File: src/rtl/core/ipf_pkg.sv
// Shared types, codes and helpers for the IPv4 allow/deny prefix filter.
// No dependencies; imported by ipf_table, ipv4_allow_deny_prefix_filter and the testbench.
package ipf_pkg;

  localparam int unsigned AddrW   = 32;
  localparam int unsigned PrefixW = 6;
  localparam int unsigned IndexW  = 4;
  localparam int unsigned CodeW   = 3;

  localparam logic [PrefixW-1:0] PrefixMax = PrefixW'(AddrW);
  localparam logic [AddrW-1:0]   AllOnes   = {AddrW{1'b1}};

  typedef enum logic [1:0] {
    CMD_CHECK    = 2'd0,
    CMD_WR_ALLOW = 2'd1,
    CMD_WR_DENY  = 2'd2
  } ipf_cmd_e;

  typedef enum logic [CodeW-1:0] {
    DEC_DENY_ALL    = 3'd0,
    DEC_DENY_MATCH  = 3'd1,
    DEC_ALLOW_ALL   = 3'd2,
    DEC_ALLOW_MATCH = 3'd3,
    DEC_NO_MATCH    = 3'd4,
    DEC_WRITE_DONE  = 3'd5
  } ipf_dec_e;

  // One table write beat, prefix already saturated to 32.
  typedef struct packed {
    logic                 en;
    logic [IndexW-1:0]    index;
    logic [AddrW-1:0]     network;
    logic [PrefixW-1:0]   prefix;
    logic                 valid;
  } ipf_wr_t;

  // Length 0 matches everything; lengths of 32 and above are a full mask.
  function automatic logic [AddrW-1:0] prefix_mask(input logic [PrefixW-1:0] len);
    logic [AddrW-1:0] m;
    if (len == '0) begin
      m = '0;
    end else if (len >= PrefixMax) begin
      m = AllOnes;
    end else begin
      m = AllOnes << (PrefixMax - len);
    end
    return m;
  endfunction

endpackage

File: src/rtl/core/ipf_table.sv
// One prefix table: entry registers, per-slot write decode and parallel match.
// Depends on ipf_pkg.
module ipf_table import ipf_pkg::*; #(
  parameter int unsigned ENTRIES = 16
) (
  input  logic             clk_i,
  input  logic             rst_ni,
  input  ipf_wr_t          wr_i,
  input  logic [AddrW-1:0] lookup_addr_i,
  output logic             hit_o
);

  // Entries keep the network pre-masked together with the mask.
  logic [AddrW-1:0] net_q  [ENTRIES];
  logic [AddrW-1:0] mask_q [ENTRIES];
  logic [ENTRIES-1:0] valid_q;
  logic [ENTRIES-1:0] match;

  logic [AddrW-1:0] wr_mask;
  logic [8:0]       wr_slot;

  assign wr_mask = prefix_mask(wr_i.prefix);
  assign wr_slot = {{(9-IndexW){1'b0}}, wr_i.index};

  for (genvar i = 0; i < ENTRIES; i++) begin : g_entry
    logic sel;
    assign sel = wr_i.en && (wr_slot == 9'(i));

    always_ff @(posedge clk_i or negedge rst_ni) begin
      if (!rst_ni) begin
        valid_q[i] <= 1'b0;
      end else if (sel) begin
        valid_q[i] <= wr_i.valid;
      end
    end

    always_ff @(posedge clk_i) begin
      if (sel) begin
        net_q[i]  <= wr_i.network & wr_mask;
        mask_q[i] <= wr_mask;
      end
    end

    assign match[i] = valid_q[i] && ((lookup_addr_i & mask_q[i]) == net_q[i]);
  end

  assign hit_o = |match;

endmodule

File: src/rtl/core/ipv4_allow_deny_prefix_filter.sv
// Top level of the IPv4 allow/deny prefix filter: input register, two
// prefix tables, decision logic and result register. Depends on ipf_pkg, ipf_table.

// Usage: a beat is taken on every clock edge with start_i high; busy_o is
// always low, so one check or table write enters per cycle and results
// come out at the same rate. Each beat gives exactly one result on
// done_o/allowed_o/decision_code_o, by way of the input register, then all
// table entries compared in parallel into the result register. The
// receiver cannot stall: a result is present for exactly one
// cycle. A table write takes effect for the very next beat. Write beats
// and unused commands return allowed = 0 with the write-done code. Tables
// come out of reset with every entry invalid; allow_all resets to 1 and
// deny_all to 0, and both should only be written while no beat is in flight.
module ipv4_allow_deny_prefix_filter import ipf_pkg::*; #(
  parameter int unsigned ALLOW_ENTRIES = 16,
  parameter int unsigned DENY_ENTRIES  = 16
) (
  input  logic               clk_i,
  input  logic               rst_ni,
  // command channel
  input  logic               start_i,
  output logic               busy_o,
  input  logic [1:0]         command_i,
  input  logic [IndexW-1:0]  entry_index_i,
  input  logic [AddrW-1:0]   address_i,
  input  logic [PrefixW-1:0] prefix_len_i,
  input  logic               entry_valid_i,
  // result channel
  output logic               done_o,
  output logic               allowed_o,
  output logic [CodeW-1:0]   decision_code_o,
  // configuration: index 0 allow_all, index 1 deny_all
  input  logic               cfg_we_i,
  input  logic               cfg_index_i,
  input  logic               cfg_wdata_i
);

  localparam logic CfgAllowAll = 1'b0;
  localparam logic CfgDenyAll  = 1'b1;

  // ---------------- configuration registers ----------------
  logic allow_all_q;
  logic deny_all_q;

  always_ff @(posedge clk_i or negedge rst_ni) begin
    if (!rst_ni) begin
      allow_all_q <= 1'b1;
      deny_all_q  <= 1'b0;
    end else if (cfg_we_i) begin
      case (cfg_index_i)
        CfgAllowAll: allow_all_q <= cfg_wdata_i;
        CfgDenyAll:  deny_all_q  <= cfg_wdata_i;
        default: ;
      endcase
    end
  end

  // Never stalls: every cycle can take a beat.
  assign busy_o = 1'b0;

  // ---------------- input register ----------------
  logic               in_vld_q;
  logic [1:0]         cmd_q;
  logic [IndexW-1:0]  idx_q;
  logic [AddrW-1:0]   addr_q;
  logic [PrefixW-1:0] plen_q;
  logic               ev_q;

  always_ff @(posedge clk_i or negedge rst_ni) begin
    if (!rst_ni) begin
      in_vld_q <= 1'b0;
    end else begin
      in_vld_q <= start_i;
    end
  end

  always_ff @(posedge clk_i) begin
    if (start_i) begin
      cmd_q  <= command_i;
      idx_q  <= entry_index_i;
      addr_q <= address_i;
      plen_q <= prefix_len_i;
      ev_q   <= entry_valid_i;
    end
  end

  // ---------------- table writes ----------------
  // Out-of-range slots simply decode to no entry inside the table.
  logic [PrefixW-1:0] plen_sat;
  ipf_wr_t            allow_wr;
  ipf_wr_t            deny_wr;

  assign plen_sat = (plen_q > PrefixMax) ? PrefixMax : plen_q;

  always_comb begin
    allow_wr.en      = in_vld_q && (cmd_q == CMD_WR_ALLOW);
    allow_wr.index   = idx_q;
    allow_wr.network = addr_q;
    allow_wr.prefix  = plen_sat;
    allow_wr.valid   = ev_q;
    deny_wr          = allow_wr;
    deny_wr.en       = in_vld_q && (cmd_q == CMD_WR_DENY);
  end

  // ---------------- lookup ----------------
  logic allow_hit;
  logic deny_hit;

  ipf_table #(.ENTRIES(ALLOW_ENTRIES)) u_allow (
    .clk_i         (clk_i),
    .rst_ni        (rst_ni),
    .wr_i          (allow_wr),
    .lookup_addr_i (addr_q),
    .hit_o         (allow_hit)
  );

  ipf_table #(.ENTRIES(DENY_ENTRIES)) u_deny (
    .clk_i         (clk_i),
    .rst_ni        (rst_ni),
    .wr_i          (deny_wr),
    .lookup_addr_i (addr_q),
    .hit_o         (deny_hit)
  );

  // ---------------- decision ----------------
  // Priority: deny-all, deny match, allow-all, allow match, default deny.
  logic     allowed_d;
  ipf_dec_e code_d;

  always_comb begin
    allowed_d = 1'b0;
    code_d    = DEC_WRITE_DONE;
    if (cmd_q == CMD_CHECK) begin
      if (deny_all_q) begin
        code_d = DEC_DENY_ALL;
      end else if (deny_hit) begin
        code_d = DEC_DENY_MATCH;
      end else if (allow_all_q) begin
        allowed_d = 1'b1;
        code_d    = DEC_ALLOW_ALL;
      end else if (allow_hit) begin
        allowed_d = 1'b1;
        code_d    = DEC_ALLOW_MATCH;
      end else begin
        code_d = DEC_NO_MATCH;
      end
    end
  end

  // ---------------- result register ----------------
  logic           done_q;
  logic           allowed_q;
  logic [CodeW-1:0] code_q;

  always_ff @(posedge clk_i or negedge rst_ni) begin
    if (!rst_ni) begin
      done_q <= 1'b0;
    end else begin
      done_q <= in_vld_q;
    end
  end

  always_ff @(posedge clk_i) begin
    if (in_vld_q) begin
      allowed_q <= allowed_d;
      code_q    <= code_d;
    end
  end

  assign done_o          = done_q;
  assign allowed_o       = allowed_q;
  assign decision_code_o = code_q;

endmodule

File: config.mk
export PLATFORM = sky130hd
export DESIGN_NAME = ipv4_allow_deny_prefix_filter
export DESIGN_NICKNAME = d
export VERILOG_FILES = /design/src/rtl/core/ipf_pkg.sv /design/src/rtl/core/ipf_table.sv /design/src/rtl/core/ipv4_allow_deny_prefix_filter.sv
export SDC_FILE = /design/constraint.sdc
export NUM_CORES = 2
export LEC_CHECK = 0
export ABC_CLOCK_PERIOD_IN_PS = 20300
export BUFFER_PORTS_ARGS = -buffer_cell sky130_fd_sc_hd__buf_2
export CAP_MARGIN = 5
export CELL_PAD_IN_SITES_DETAIL_PLACEMENT = 1
export CELL_PAD_IN_SITES_GLOBAL_PLACEMENT = 1
export CORE_UTILIZATION = 58
export CTS_BUF_LIST = sky130_fd_sc_hd__clkbuf_16
export CTS_CLUSTER_DIAMETER = 50
export CTS_CLUSTER_SIZE = 40
export DETAILED_ROUTE_END_ITERATION = 6
export PLACE_DENSITY_LB_ADDON = 0.1
export SLEW_MARGIN = 30
export SYNTH_ARGS = -nofsm -noshare
export SYNTH_HDL_FRONTEND = slang
export SYNTH_HIERARCHICAL = 1
export SYNTH_SLANG_ARGS = --single-unit
File: constraint.sdc
create_clock -name clk_i -period 20.3 [get_ports clk_i]
set_input_delay 0 -clock clk_i [delete_from_list [all_inputs] [get_ports clk_i]]
set_output_delay 0 -clock clk_i [all_outputs]
set_load 0.01 [all_outputs]
==> metrics.cfg <==
[outcome]
status = finished clean

[placed_design]
dp_hpwl_mm = 186
place_congestion = 1.03
io_buffer_count = 55

[clock_network]
cts_resized = 0
clock_path_buffers = 3
numCtsBuffers = 164
cts_root_buf = clkbuf_16
clk_pin_slew_ps = 90
postCtsSetupBuffers = 0
cts.htree.levels = 4
cts_tree = done
clkLatencyLatePin_ps = 820
cts_num_sinks = 2132

[final_layout]
fillers = 12046
layout_commonest_cell = edfxtp_1
nets = 5420
synthToLayoutAreaGrowth_pct = 12.8
post-route-util_pct = 66.0
layout_common_cells = 2,096 x edfxtp_1, 1,060 x nand2_1, 974 x xnor2_1, 211 x nor4_1, 171 x clkbuf_16
layout-drive-gt1-share_pct = 11.5

[worst_setup_path]
path_class = register to register
path_cells = buf_4 > nor2b_1 > inv_1 > ha_1 > nor2b_1 > nand2b_1 > a21oi_4 > inv_1 > nor2_2 > nand2_1 > and2_1
worst_ep_required_time_ps = 20780
cp-end-kind = register
cp_slowest_cell = a21oi_4
cp_data_arrival_time_ps = 5170
path_delay_family = simple AND/OR/NAND/NOR gates
crit_buf_inv = 3
critical_path.startpoint_type = register
slowest_delay_ps = 630
worst-path-max-fanout = 33

[global_route]
grtUsageMet3_pct = 7.18
antenna_found_initial = 24
grt.busiest_layer = met2
grt_overflow = 0
grt_pass1_vias = 47285
grt_first_pass_wirelength_mm = 376
grt.met1_usage_pct = 46.4
grt_max_degree = 58
use_met2_pct = 63.5
grtUsageTotal_pct = 39.6

[route]
drt_wl_total_mm = 279
drt-pass1-iter-count = 6
vias = 46351
drtIter0Drc = 5995
drcViolationCount = 0
vias_per_cell = 6.27
antenna_left = 0
wl_per_cell_um = 37.7

[yosys]
synthSimpleGateAreaFrac_pct = 8.86
synth_cell_types = 46
synth_ff_type = edfxtp_1
synth_top_family_by_area = XOR/XNOR gates
ys_seq_area_share_pct = 78.2
synth-xor-area-share_pct = 10.9
avgSynthCellArea_um2 = 16.2
ys_ff_latch = 2132
synth_compound_area_share_pct = 0.549
synth_fa_ha_area_share_pct = 0.123
synth_nets = 5096
synth.area.mux_share_pct = 0.474
async_reset_ff_share_pct = 1.69
syn_area_um2 = 81600
yosys_warnings = 6
synth_edf_count = 2096
synthesis.instances = 5037

[sta]
slew_violations = 0
setup_viol = 0
rsz0062_at_grt = no
fmax_mhz = 213
fin_crit_sh_pct = 23.1
min_period_ps = 4690
fin_skew_ps = 26.7
relSlewSlack_pct = 16.4
final-hold-violation-count = 0
tightest_slew_ps = 1240
tns_ps = 0

[power_and_ir_drop]
p_comb_share_pct = 7.2
power_density_nw_per_um2 = 99.4
p_int_mw = 6.90
pwr-share-clk_pct = 37.8
p_seq_share_pct = 55.0
p_sw_mw = 2.25
peakVddDrop_mv = 0.104
switching_share_pct = 24.6
p_leak_nw = 28.9

[floorplanning]
start_util_pct = 58.5
rows = 137
die-area_um2 = 142000
die_y_um = 377
core_area_um2 = 140000
io_pins = 57
die_x_um = 377

[hold_path]
worstHoldPathType = input pin to register

[run]
max_cap_viol_count = 0

==> power by group through the flow <==
| stage | clock [mW] | sequential [mW] | combinational [mW] |
|---|---|---|---|
| after floorplan | 0 | 5.12 | 0.295 |
| after global placement | 0 | 5.12 | 0.603 |
| after detailed placement | 0 | 5.13 | 0.624 |
| after CTS | 3.47 | 5.03 | 0.643 |
| after global routing | 3.61 | 5.03 | 0.672 |
| final | 3.46 | 5.03 | 0.659 |
==> cells in the mapped netlist, drive strengths merged, types with 13 or more instances <==
master,instances,area [um2]
clkbuf,71,267
xnor2,984,8620
inv,19,71.3
nand2,1060,3980
buf,72,365
and2,60,375
o21ai,24,120
a21oi,22,110
nand2b,13,81.3
nor2b,14,90.1
nand3,62,310
xor2,30,278
nor3,76,403
mux2,34,387
nand4,36,225
dfrtp,35,876
nor2,49,201
edfxtp,2096,62900
nor4,232,1480
==> area by class of cell <==
type                    count  area, um2  area share (%)
well taps                1876       2350            2.55
flip-flops and latches   2132      63800            69.4
clock buffers             171       4280            4.65
repair buffers            301       2420            2.63
inverters                  19       71.3          0.0775
diodes                     11       27.5          0.0299
multi-input cells        2743      17600            19.1
clock inverters           136       1460            1.59
==> metal layers <==
layer	part of all wire [%]	vias up
met5	0.056	-
met3	8.5	795
li1	-	18790
met1	33	23871
met2	47	2873
met4	11	22
==> cell families (layout without fill, tap and decap cells) <==
kind of cell    after synthesis  in the layout
fa+ha+maj                     8              8
flops                      2132           2132
other cells                   1             12
mux                          34             34
xor+xnor                   1014           1014
simple gates               1612           1612
compound gates               74             74
buf+inv                     162            627
==> sequential cells by signal, indices dropped and copies added (netlist names) <==
name and flops:
u_allow/net_q 512, done_o 1, u_deny/mask_q 512, u_allow/valid_q 16, deny_all_q 1, idx_q 4
in_vld_q 1, allowed_o 1, allow_all_q 1, decision_code_o 2, u_allow/mask_q 512, cmd_q 2
plen_q 6, u_deny/net_q 512, ev_q 1, addr_q 32, u_deny/valid_q 16
==> metrics by stage <==
step / power, mW / hold WS, ps / cells / setup slack, ps / cell area, um2
4_1_cts: 9.14 / 14.4 / 7377 / 15790 / 91900
6_report: 9.15 / 51.2 / 7389 / 15610 / 92100
3_3_place_gp: 5.72 / 178 / 6977 / 15810 / 85100
5_1_grt: 9.32 / 51.8 / 7380 / 15440 / 92000
3_5_place_dp: 5.75 / 179 / 6979 / 15910 / 85300
2_1_floorplan: 5.41 / -296 / 5037 / 13930 / 81600
==> final timing paths <==
| kind | depth (start not counted) | to | from | slack [ps] |
|---|---|---|---|---|
| max reg2reg | 11 | u_allow/net_q[1][125] | plen_q[5] | 15610 |
| min | 2 | plen_q[5] | prefix_len_i[5] | 50 |
| max | 11 | u_allow/net_q[1][125] | plen_q[5] | 15610 |
| min in group asynchronous | 4 | u_deny/valid_q[8] | rst_ni | 480 |
| min reg2reg | 1 | u_deny/valid_q[0] | u_deny/valid_q[0] | 520 |
| max in group asynchronous | 4 | u_allow/valid_q[5] | rst_ni | 19070 |
==> timing repair <==
action	4_1_cts	5_1_grt
endpoints found under the setup margin	0	0
hold buffers	91	0
hold endpoints to repair	129	0
Note: power is estimated with default switching activity, not from simulation.
